## src/rtl/tbgs_pkg.sv

```systemverilog
// ----------------------------------------------------------------------------
// Two-body gravity step package
// Widths, register indexes, command codes and the controller/datapath types.
// ----------------------------------------------------------------------------
`default_nettype none

package tbgs_pkg;

  // Field and arithmetic widths.
  localparam int unsigned DataW     = 32;
  localparam int unsigned FracW     = 16;
  localparam int unsigned AxisN     = 3;
  localparam int unsigned AxisW     = 2;
  localparam int unsigned MulW      = 33;
  localparam int unsigned ProdW     = 2 * MulW;
  localparam int unsigned SumW      = 68;
  localparam int unsigned RootW     = SumW / 2;
  localparam int unsigned SremW     = RootW + 3;
  localparam int unsigned DistW     = 33;
  localparam int unsigned DdW       = 2 * DistW;
  localparam int unsigned D3W       = 3 * DistW;
  localparam int unsigned DremW     = D3W + 1;
  localparam int unsigned QuotW     = 31;
  localparam int unsigned IterW     = 6;
  localparam int unsigned SqrtIters = RootW;
  localparam int unsigned DivIters  = QuotW;
  localparam int unsigned CfgIdxW   = 2;

  // Reset values of the configuration registers (Q16.16).
  localparam logic [DataW-1:0] MassRst = 32'd65536;
  localparam logic [DataW-1:0] GravRst = 32'd65536;
  localparam logic [DataW-1:0] DtRst   = 32'd655;

  // Input action codes.
  localparam logic ACT_LOAD = 1'b0;
  localparam logic ACT_STEP = 1'b1;

  // Configuration register indexes.
  typedef enum logic [CfgIdxW-1:0] {
    CFG_MASS_ONE = 2'd0,
    CFG_MASS_TWO = 2'd1,
    CFG_GRAV     = 2'd2,
    CFG_DT       = 2'd3
  } cfg_idx_e;

  // Multiplier operand selection.
  typedef enum logic [3:0] {
    MUL_NONE,
    MUL_SQ,
    MUL_DD,
    MUL_D3LO,
    MUL_D3HI,
    MUL_GM,
    MUL_K,
    MUL_KAD,
    MUL_POS
  } mul_sel_e;

  // Datapath register update operations.
  typedef enum logic [3:0] {
    OP_NONE,
    OP_LOAD,
    OP_CLEAR,
    OP_DIFF,
    OP_SQ_ACC,
    OP_CHECK,
    OP_SQRT_STEP,
    OP_DD,
    OP_D3LO,
    OP_D3HI,
    OP_GM,
    OP_K,
    OP_DIV_INIT,
    OP_DIV_STEP,
    OP_VEL,
    OP_POS
  } op_e;

  // Command from the controller to the datapath.
  typedef struct packed {
    mul_sel_e         mul_sel;
    op_e              op;
    logic [AxisW-1:0] axis;
    logic             body;
  } cmd_t;

  // Status from the datapath to the controller.
  typedef struct packed {
    logic s_zero;
  } status_t;

endpackage

`default_nettype wire

```

## src/rtl/tbgs_ctrl.sv

```systemverilog
// ----------------------------------------------------------------------------
// Two-body gravity step controller
// Sequences the datapath through separation, square root, cube, coefficients,
// per-axis divisions, velocity and position updates, and runs both handshakes.
// ----------------------------------------------------------------------------
`default_nettype none

module tbgs_ctrl (
  input  wire logic             clk_i,
  input  wire logic             rst_ni,
  input  wire logic             in_valid_i,
  output logic                  in_ready_o,
  input  wire logic             action_i,
  output logic                  out_valid_o,
  input  wire logic             out_ready_i,
  input  wire tbgs_pkg::status_t status_i,
  output tbgs_pkg::cmd_t        cmd_o
);
  import tbgs_pkg::*;

  typedef enum logic [10:0] {
    S_IDLE  = 11'b000_0000_0001,
    S_SQ    = 11'b000_0000_0010,
    S_CHECK = 11'b000_0000_0100,
    S_SQRT  = 11'b000_0000_1000,
    S_CUBE  = 11'b000_0001_0000,
    S_COEF  = 11'b000_0010_0000,
    S_DIV   = 11'b000_0100_0000,
    S_DSTEP = 11'b000_1000_0000,
    S_VEL   = 11'b001_0000_0000,
    S_POS   = 11'b010_0000_0000,
    S_OUT   = 11'b100_0000_0000
  } state_e;

  state_e           state_q, state_d;
  logic             phase_q, phase_d;
  logic [AxisW-1:0] axis_q, axis_d;
  logic             body_q, body_d;
  logic [IterW-1:0] iter_q, iter_d;

  // Next-state and command logic.
  always_comb begin
    state_d      = state_q;
    phase_d      = phase_q;
    axis_d       = axis_q;
    body_d       = body_q;
    iter_d       = iter_q;
    cmd_o        = '0;
    cmd_o.mul_sel = MUL_NONE;
    cmd_o.op     = OP_NONE;
    cmd_o.axis   = axis_q;
    cmd_o.body   = body_q;
    in_ready_o   = 1'b0;
    out_valid_o  = 1'b0;

    unique case (state_q)
      S_IDLE: begin
        in_ready_o = 1'b1;
        if (in_valid_i) begin
          if (action_i == ACT_STEP) begin
            cmd_o.op = OP_CLEAR;
            state_d  = S_SQ;
            axis_d   = '0;
            phase_d  = 1'b0;
          end else begin
            cmd_o.op = OP_LOAD;
          end
        end
      end

      // Separation per axis and sum of squares.
      S_SQ: begin
        if (!phase_q) begin
          cmd_o.mul_sel = MUL_SQ;
          cmd_o.op      = OP_DIFF;
          phase_d       = 1'b1;
        end else begin
          cmd_o.op = OP_SQ_ACC;
          phase_d  = 1'b0;
          if (axis_q == AxisW'(AxisN - 1)) begin
            state_d = S_CHECK;
            axis_d  = '0;
          end else begin
            axis_d = axis_q + 1'b1;
          end
        end
      end

      S_CHECK: begin
        cmd_o.op = OP_CHECK;
        axis_d   = '0;
        body_d   = 1'b0;
        phase_d  = 1'b0;
        iter_d   = '0;
        if (status_i.s_zero) begin
          state_d = S_POS;
        end else begin
          state_d = S_SQRT;
        end
      end

      S_SQRT: begin
        cmd_o.op = OP_SQRT_STEP;
        if (iter_q == IterW'(SqrtIters - 1)) begin
          state_d = S_CUBE;
          axis_d  = '0;
          phase_d = 1'b0;
        end else begin
          iter_d = iter_q + 1'b1;
        end
      end

      // Distance squared, then cubed in two partial products.
      S_CUBE: begin
        unique case (axis_q)
          2'd0: begin
            cmd_o.mul_sel = phase_q ? MUL_NONE : MUL_DD;
            cmd_o.op      = phase_q ? OP_DD : OP_NONE;
          end
          2'd1: begin
            cmd_o.mul_sel = phase_q ? MUL_NONE : MUL_D3LO;
            cmd_o.op      = phase_q ? OP_D3LO : OP_NONE;
          end
          2'd2: begin
            cmd_o.mul_sel = phase_q ? MUL_NONE : MUL_D3HI;
            cmd_o.op      = phase_q ? OP_D3HI : OP_NONE;
          end
          default: begin
            cmd_o.mul_sel = MUL_NONE;
            cmd_o.op      = OP_NONE;
          end
        endcase
        phase_d = !phase_q;
        if (phase_q) begin
          if (axis_q == 2'd2) begin
            state_d = S_COEF;
            axis_d  = '0;
            body_d  = 1'b0;
          end else begin
            axis_d = axis_q + 1'b1;
          end
        end
      end

      // Coefficient per body: G*m, then times dt.
      S_COEF: begin
        if (axis_q[0]) begin
          cmd_o.mul_sel = phase_q ? MUL_NONE : MUL_K;
          cmd_o.op      = phase_q ? OP_K : OP_NONE;
        end else begin
          cmd_o.mul_sel = phase_q ? MUL_NONE : MUL_GM;
          cmd_o.op      = phase_q ? OP_GM : OP_NONE;
        end
        phase_d = !phase_q;
        if (phase_q) begin
          if (axis_q[0]) begin
            axis_d = '0;
            if (body_q) begin
              state_d = S_DIV;
              body_d  = 1'b0;
            end else begin
              body_d = 1'b1;
            end
          end else begin
            axis_d = 2'd1;
          end
        end
      end

      S_DIV: begin
        if (!phase_q) begin
          cmd_o.mul_sel = MUL_KAD;
          phase_d       = 1'b1;
        end else begin
          cmd_o.op = OP_DIV_INIT;
          phase_d  = 1'b0;
          iter_d   = '0;
          state_d  = S_DSTEP;
        end
      end

      S_DSTEP: begin
        cmd_o.op = OP_DIV_STEP;
        if (iter_q == IterW'(DivIters - 1)) begin
          state_d = S_VEL;
        end else begin
          iter_d = iter_q + 1'b1;
        end
      end

      S_VEL: begin
        cmd_o.op = OP_VEL;
        state_d  = S_DIV;
        if (!body_q) begin
          body_d = 1'b1;
        end else begin
          body_d = 1'b0;
          if (axis_q == AxisW'(AxisN - 1)) begin
            axis_d  = '0;
            state_d = S_POS;
          end else begin
            axis_d = axis_q + 1'b1;
          end
        end
      end

      // Position update, one component per multiply.
      S_POS: begin
        if (!phase_q) begin
          cmd_o.mul_sel = MUL_POS;
          phase_d       = 1'b1;
        end else begin
          cmd_o.op = OP_POS;
          phase_d  = 1'b0;
          if (axis_q == AxisW'(AxisN - 1)) begin
            axis_d = '0;
            if (body_q) begin
              body_d  = 1'b0;
              state_d = S_OUT;
            end else begin
              body_d = 1'b1;
            end
          end else begin
            axis_d = axis_q + 1'b1;
          end
        end
      end

      S_OUT: begin
        out_valid_o = 1'b1;
        if (out_ready_i) begin
          state_d = S_IDLE;
        end
      end

      default: begin
        state_d = S_IDLE;
      end
    endcase
  end

  // Control registers.
  always_ff @(posedge clk_i or negedge rst_ni) begin
    if (!rst_ni) begin
      state_q <= S_IDLE;
      phase_q <= 1'b0;
      axis_q  <= '0;
      body_q  <= 1'b0;
      iter_q  <= '0;
    end else begin
      state_q <= state_d;
      phase_q <= phase_d;
      axis_q  <= axis_d;
      body_q  <= body_d;
      iter_q  <= iter_d;
    end
  end

endmodule

`default_nettype wire

```

## config.mk

```make
export PLATFORM = sky130hd
export DESIGN_NAME = tbgs_ctrl
export DESIGN_NICKNAME = d
export VERILOG_FILES = /design/src/rtl/tbgs_pkg.sv /design/src/rtl/tbgs_ctrl.sv
export SDC_FILE = /design/constraint.sdc
export NUM_CORES = 1
export LEC_CHECK = 0
export ABC_AREA = 1
export BUFFER_PORTS_ARGS = -buffer_cell sky130_fd_sc_hd__buf_2
export CAP_MARGIN = 20
export CORE_UTILIZATION = 53
export CTS_BUF_LIST = sky130_fd_sc_hd__clkbuf_8
export DETAILED_ROUTE_END_ITERATION = 7
export GPL_ROUTABILITY_DRIVEN = 0
export PLACE_DENSITY = 0.73
export SLEW_MARGIN = 10
export SYNTH_ARGS = -nofsm -noshare
export SYNTH_HDL_FRONTEND = slang
export SYNTH_SLANG_ARGS = --single-unit
```

## constraint.sdc

```tcl
create_clock -name clk_i -period 2.34 [get_ports clk_i]
set_input_delay 0.117 -clock clk_i [delete_from_list [all_inputs] [get_ports clk_i]]
set_output_delay 0.117 -clock clk_i [all_outputs]
set_load 0.01 [all_outputs]
```

==> run metrics <==
via count 1,870; DR iter-0 viols roughly 120; clock buffer count from CTS 3; initial antenna violation count 0; Final setup viols 0; Mapped Area 1840 sq um; sequential area share after synthesis 28.6%; Most common cell on crit path nand2_2; Setup Fix Bufs, Post-CTS 0; largest area contributor in the netlist dfrtp_1; VDD IR max 376 uV; final net count 319; synth warn 0; post-cts resize count 0; worst skew pair latency 0.26 ns; P_int 0.823 mW; first-pass GRT wire length 7140 um; DR DRC count 0; Diodes inserted 0; area delta synth->final 9.77%; cell area after layout 2020 sq um; routing usage on met2 around two fifths; PortBufs 18; pre-CTS WS 0.590 ns; Final Cycle Share between 80% and 90%; hold slack slightly above 0.08 ns; Clk pwr share 15.2%; Max Cap Viol 0; Worst Skew 0.00281 ns; initial core utilization 55.3%; Top delay family on crit path simple AND/OR/NAND/NOR gates; CTS max path bufs 2; Pre-antenna DRT Iters 4; Area contributors post-synth dfrtp_1, nand2_1, nand3_1; H-Tree Depth 1; Avg Vias per Cell 5.27; Syn Inst Count 289; GRT overflow 0; GRT Total Usage 26.6%; CP max-delay cell dfrtp_1; clk sinks 21; Hold WC Path Type input port to flop; GRT busiest layer met2; DP Wirelength 3510 um; largest net degree at the start of global routing 22; Slew Viols, Final 0; Fin Setup TNS 0 ns; Critical Path RT approximately 2.2 ns; CP max stage delay approximately 0.44 ns; Syn Area/Cell approximately 6.4 sq um; Die W 61.0 um; combinational power share 57.4%; Yosys top cell area share 27.1%; Crit Path Max Fanout 8; Sw Ratio roughly half; critical path cell sequence nor2_2 -> nand2_2 -> nor2_4 -> nand2_2 -> o21ai_0 -> nor2_1 -> o2111ai_1 -> buf_2; Tot Pwr about 1.6 mW; final worst slack 0.257 ns; vias in the first global route around 1.6k; Peak Freq about 480 MHz; fin crit period 2.08 ns; Seq pwr share 27.4%; Buf/Inv on CP 1; critical path class flop to output pin; Synth Register Bits 21; hold_sp status_i; Netlist cell types 34; Die Ht 61.0 um; outcome finished, final reports clean; syn_nets about 300; clock-pin slew on the worst setup and hold paths 0.08 ns; actual slew at the worst max-slew pin 0.481 ns; area of the die 3720 sq um; CTS tree done; share of cells above drive strength 1 approximately 18%; root buffer cell clkbuf_8; Routed WL 4510 um; GR Layer Usage met3 between 4 and 5%; dpl cell area 1970 sq um; worst r2r src state_q[0]$_DFFE_PN1P_; crit end category output pin; Hold Buf Count CTS 1; Crit. Startpoint state_q[5]$_DFFE_PN0P_; WP data arrival 1.97 ns; Startpoint Class flop; Psw 0.815 mW; met1 usage 37.6%; relative slew slack between 60% and 70%; P per Cell Area about 800 nW/um^2; Post-DRT Antenna Nets 0; unrepaired setup endpoints after global routing no; per-cell routed wire length 12.7 um; P_leak 1.15 nW; IO Pins 19; endpoints failing hold 0; Core Region 3340 sq um; row count 21
## state kept, by name, indices dropped and copies added (netlist names)
name and cells:
axis_q 2, state_q 11, phase_q 1, body_q 1, iter_q 6
## synth_stat cells
| master | number |
|---|---|
| ha_1 | 3 |
| nand3_2 | 3 |
| o2111ai_1 | 1 |
| buf_6 | 1 |
| a21oi_1 | 2 |
| nand2_1 | 93 |
| buf_4 | 1 |
| o21ai_0 | 8 |
| or2_2 | 1 |
| nand4_1 | 3 |
| nand3b_1 | 2 |
| nor4_1 | 1 |
| nand2_4 | 4 |
| a2111o_1 | 1 |
| o31ai_1 | 1 |
| nand3_1 | 32 |
| o21ai_1 | 4 |
| inv_2 | 4 |
| o21ai_2 | 3 |
| xnor2_1 | 2 |
| xor2_1 | 2 |
| a31oi_1 | 2 |
| nand2_2 | 6 |
| nor2_2 | 7 |
| nor2_4 | 4 |
| inv_1 | 40 |
| dfrtp_1 | 20 |
| buf_2 | 1 |
| nor3_1 | 3 |
| nor2_1 | 30 |
| nor2_8 | 1 |
| dfstp_2 | 1 |
| o221ai_1 | 1 |
| o22ai_1 | 1 |
## stage by stage
step                util, %  std cells
finish                 60.7        355
global route           60.7        355
CTS                    60.7        355
detailed placement     59.0        350
global placement       59.0        350
floorplan                 -        289
## cell usage in the layout, fill, tap and decap left out, drive strengths merged
master / n
dlygate4sd3: 1
nand2: 103
clkinv: 1
xor2: 2
nor2: 42
a31oi: 2
inv: 44
a21oi: 2
nor4: 1
or2: 1
dfrtp: 20
o221ai: 1
xnor2: 2
a2111o: 1
o31ai: 1
o22ai: 1
nand4: 3
ha: 3
o2111ai: 1
nor3: 3
nand3: 35
dfstp: 1
buf: 18
o21ai: 15
clkbuf: 3
nand3b: 2
## layer usage
metal  part of all wire [%]  wire length, um  up-vias
met1                     46             2070      846
met2                     45             2050       66
met3                    6.2              279       13
met5                      0                0        -
met4                    2.5              113        0
li1                       -                -      945
## cell type report
| class | count | area (sq um) |
|---|---|---|
| fillers | 346 | 1310 |
| multi-input cells | 221 | 1130 |
| flip-flops and latches | 21 | 527 |
| inverters | 44 | 165 |
| repair buffers | 19 | 100 |
| well taps | 46 | 57.6 |
| clock buffers | 3 | 41.3 |
| clock inverters | 1 | 5.00 |
## path summary, 6_finish.rpt
check | cells past startpoint | endpoint | slack, ns
setup / recovery | 8 | cmd_o[5] | 0.26
hold / removal | 2 | state_q[3]$_DFFE_PN0P_ | 0.08
setup reg to reg | 11 | state_q[4]$_DFFE_PN0P_ | 0.59
hold reg to reg | 2 | body_q$_DFFE_PN0P_ | 0.50
max in group asynchronous | 2 | state_q[0]$_DFFE_PN1P_ | 1.64
min in group asynchronous | 2 | state_q[1]$_DFFE_PN0P_ | 0.35
## power groups by stage
stage	clock network (mW)	logic [mW]	registers [mW]
2_1_floorplan	0	0.723	0.449
3_3_place_gp	0	0.926	0.454
3_5_place_dp	0	0.926	0.455
4_1_cts	0.253	0.932	0.448
5_1_grt	0.269	1.06	0.456
6_report	0.250	0.940	0.449
## cell families after synthesis
logic type / after synthesis / share of synthesized area, %
simple gates: 190 / 49.0
buf+inv: 47 / 10.2
compound gates: 24 / 8.21
flops: 21 / 28.6
xor+xnor: 4 / 1.90
fa+ha+maj: 3 / 2.04
Power figures use the tool's default switching activity.
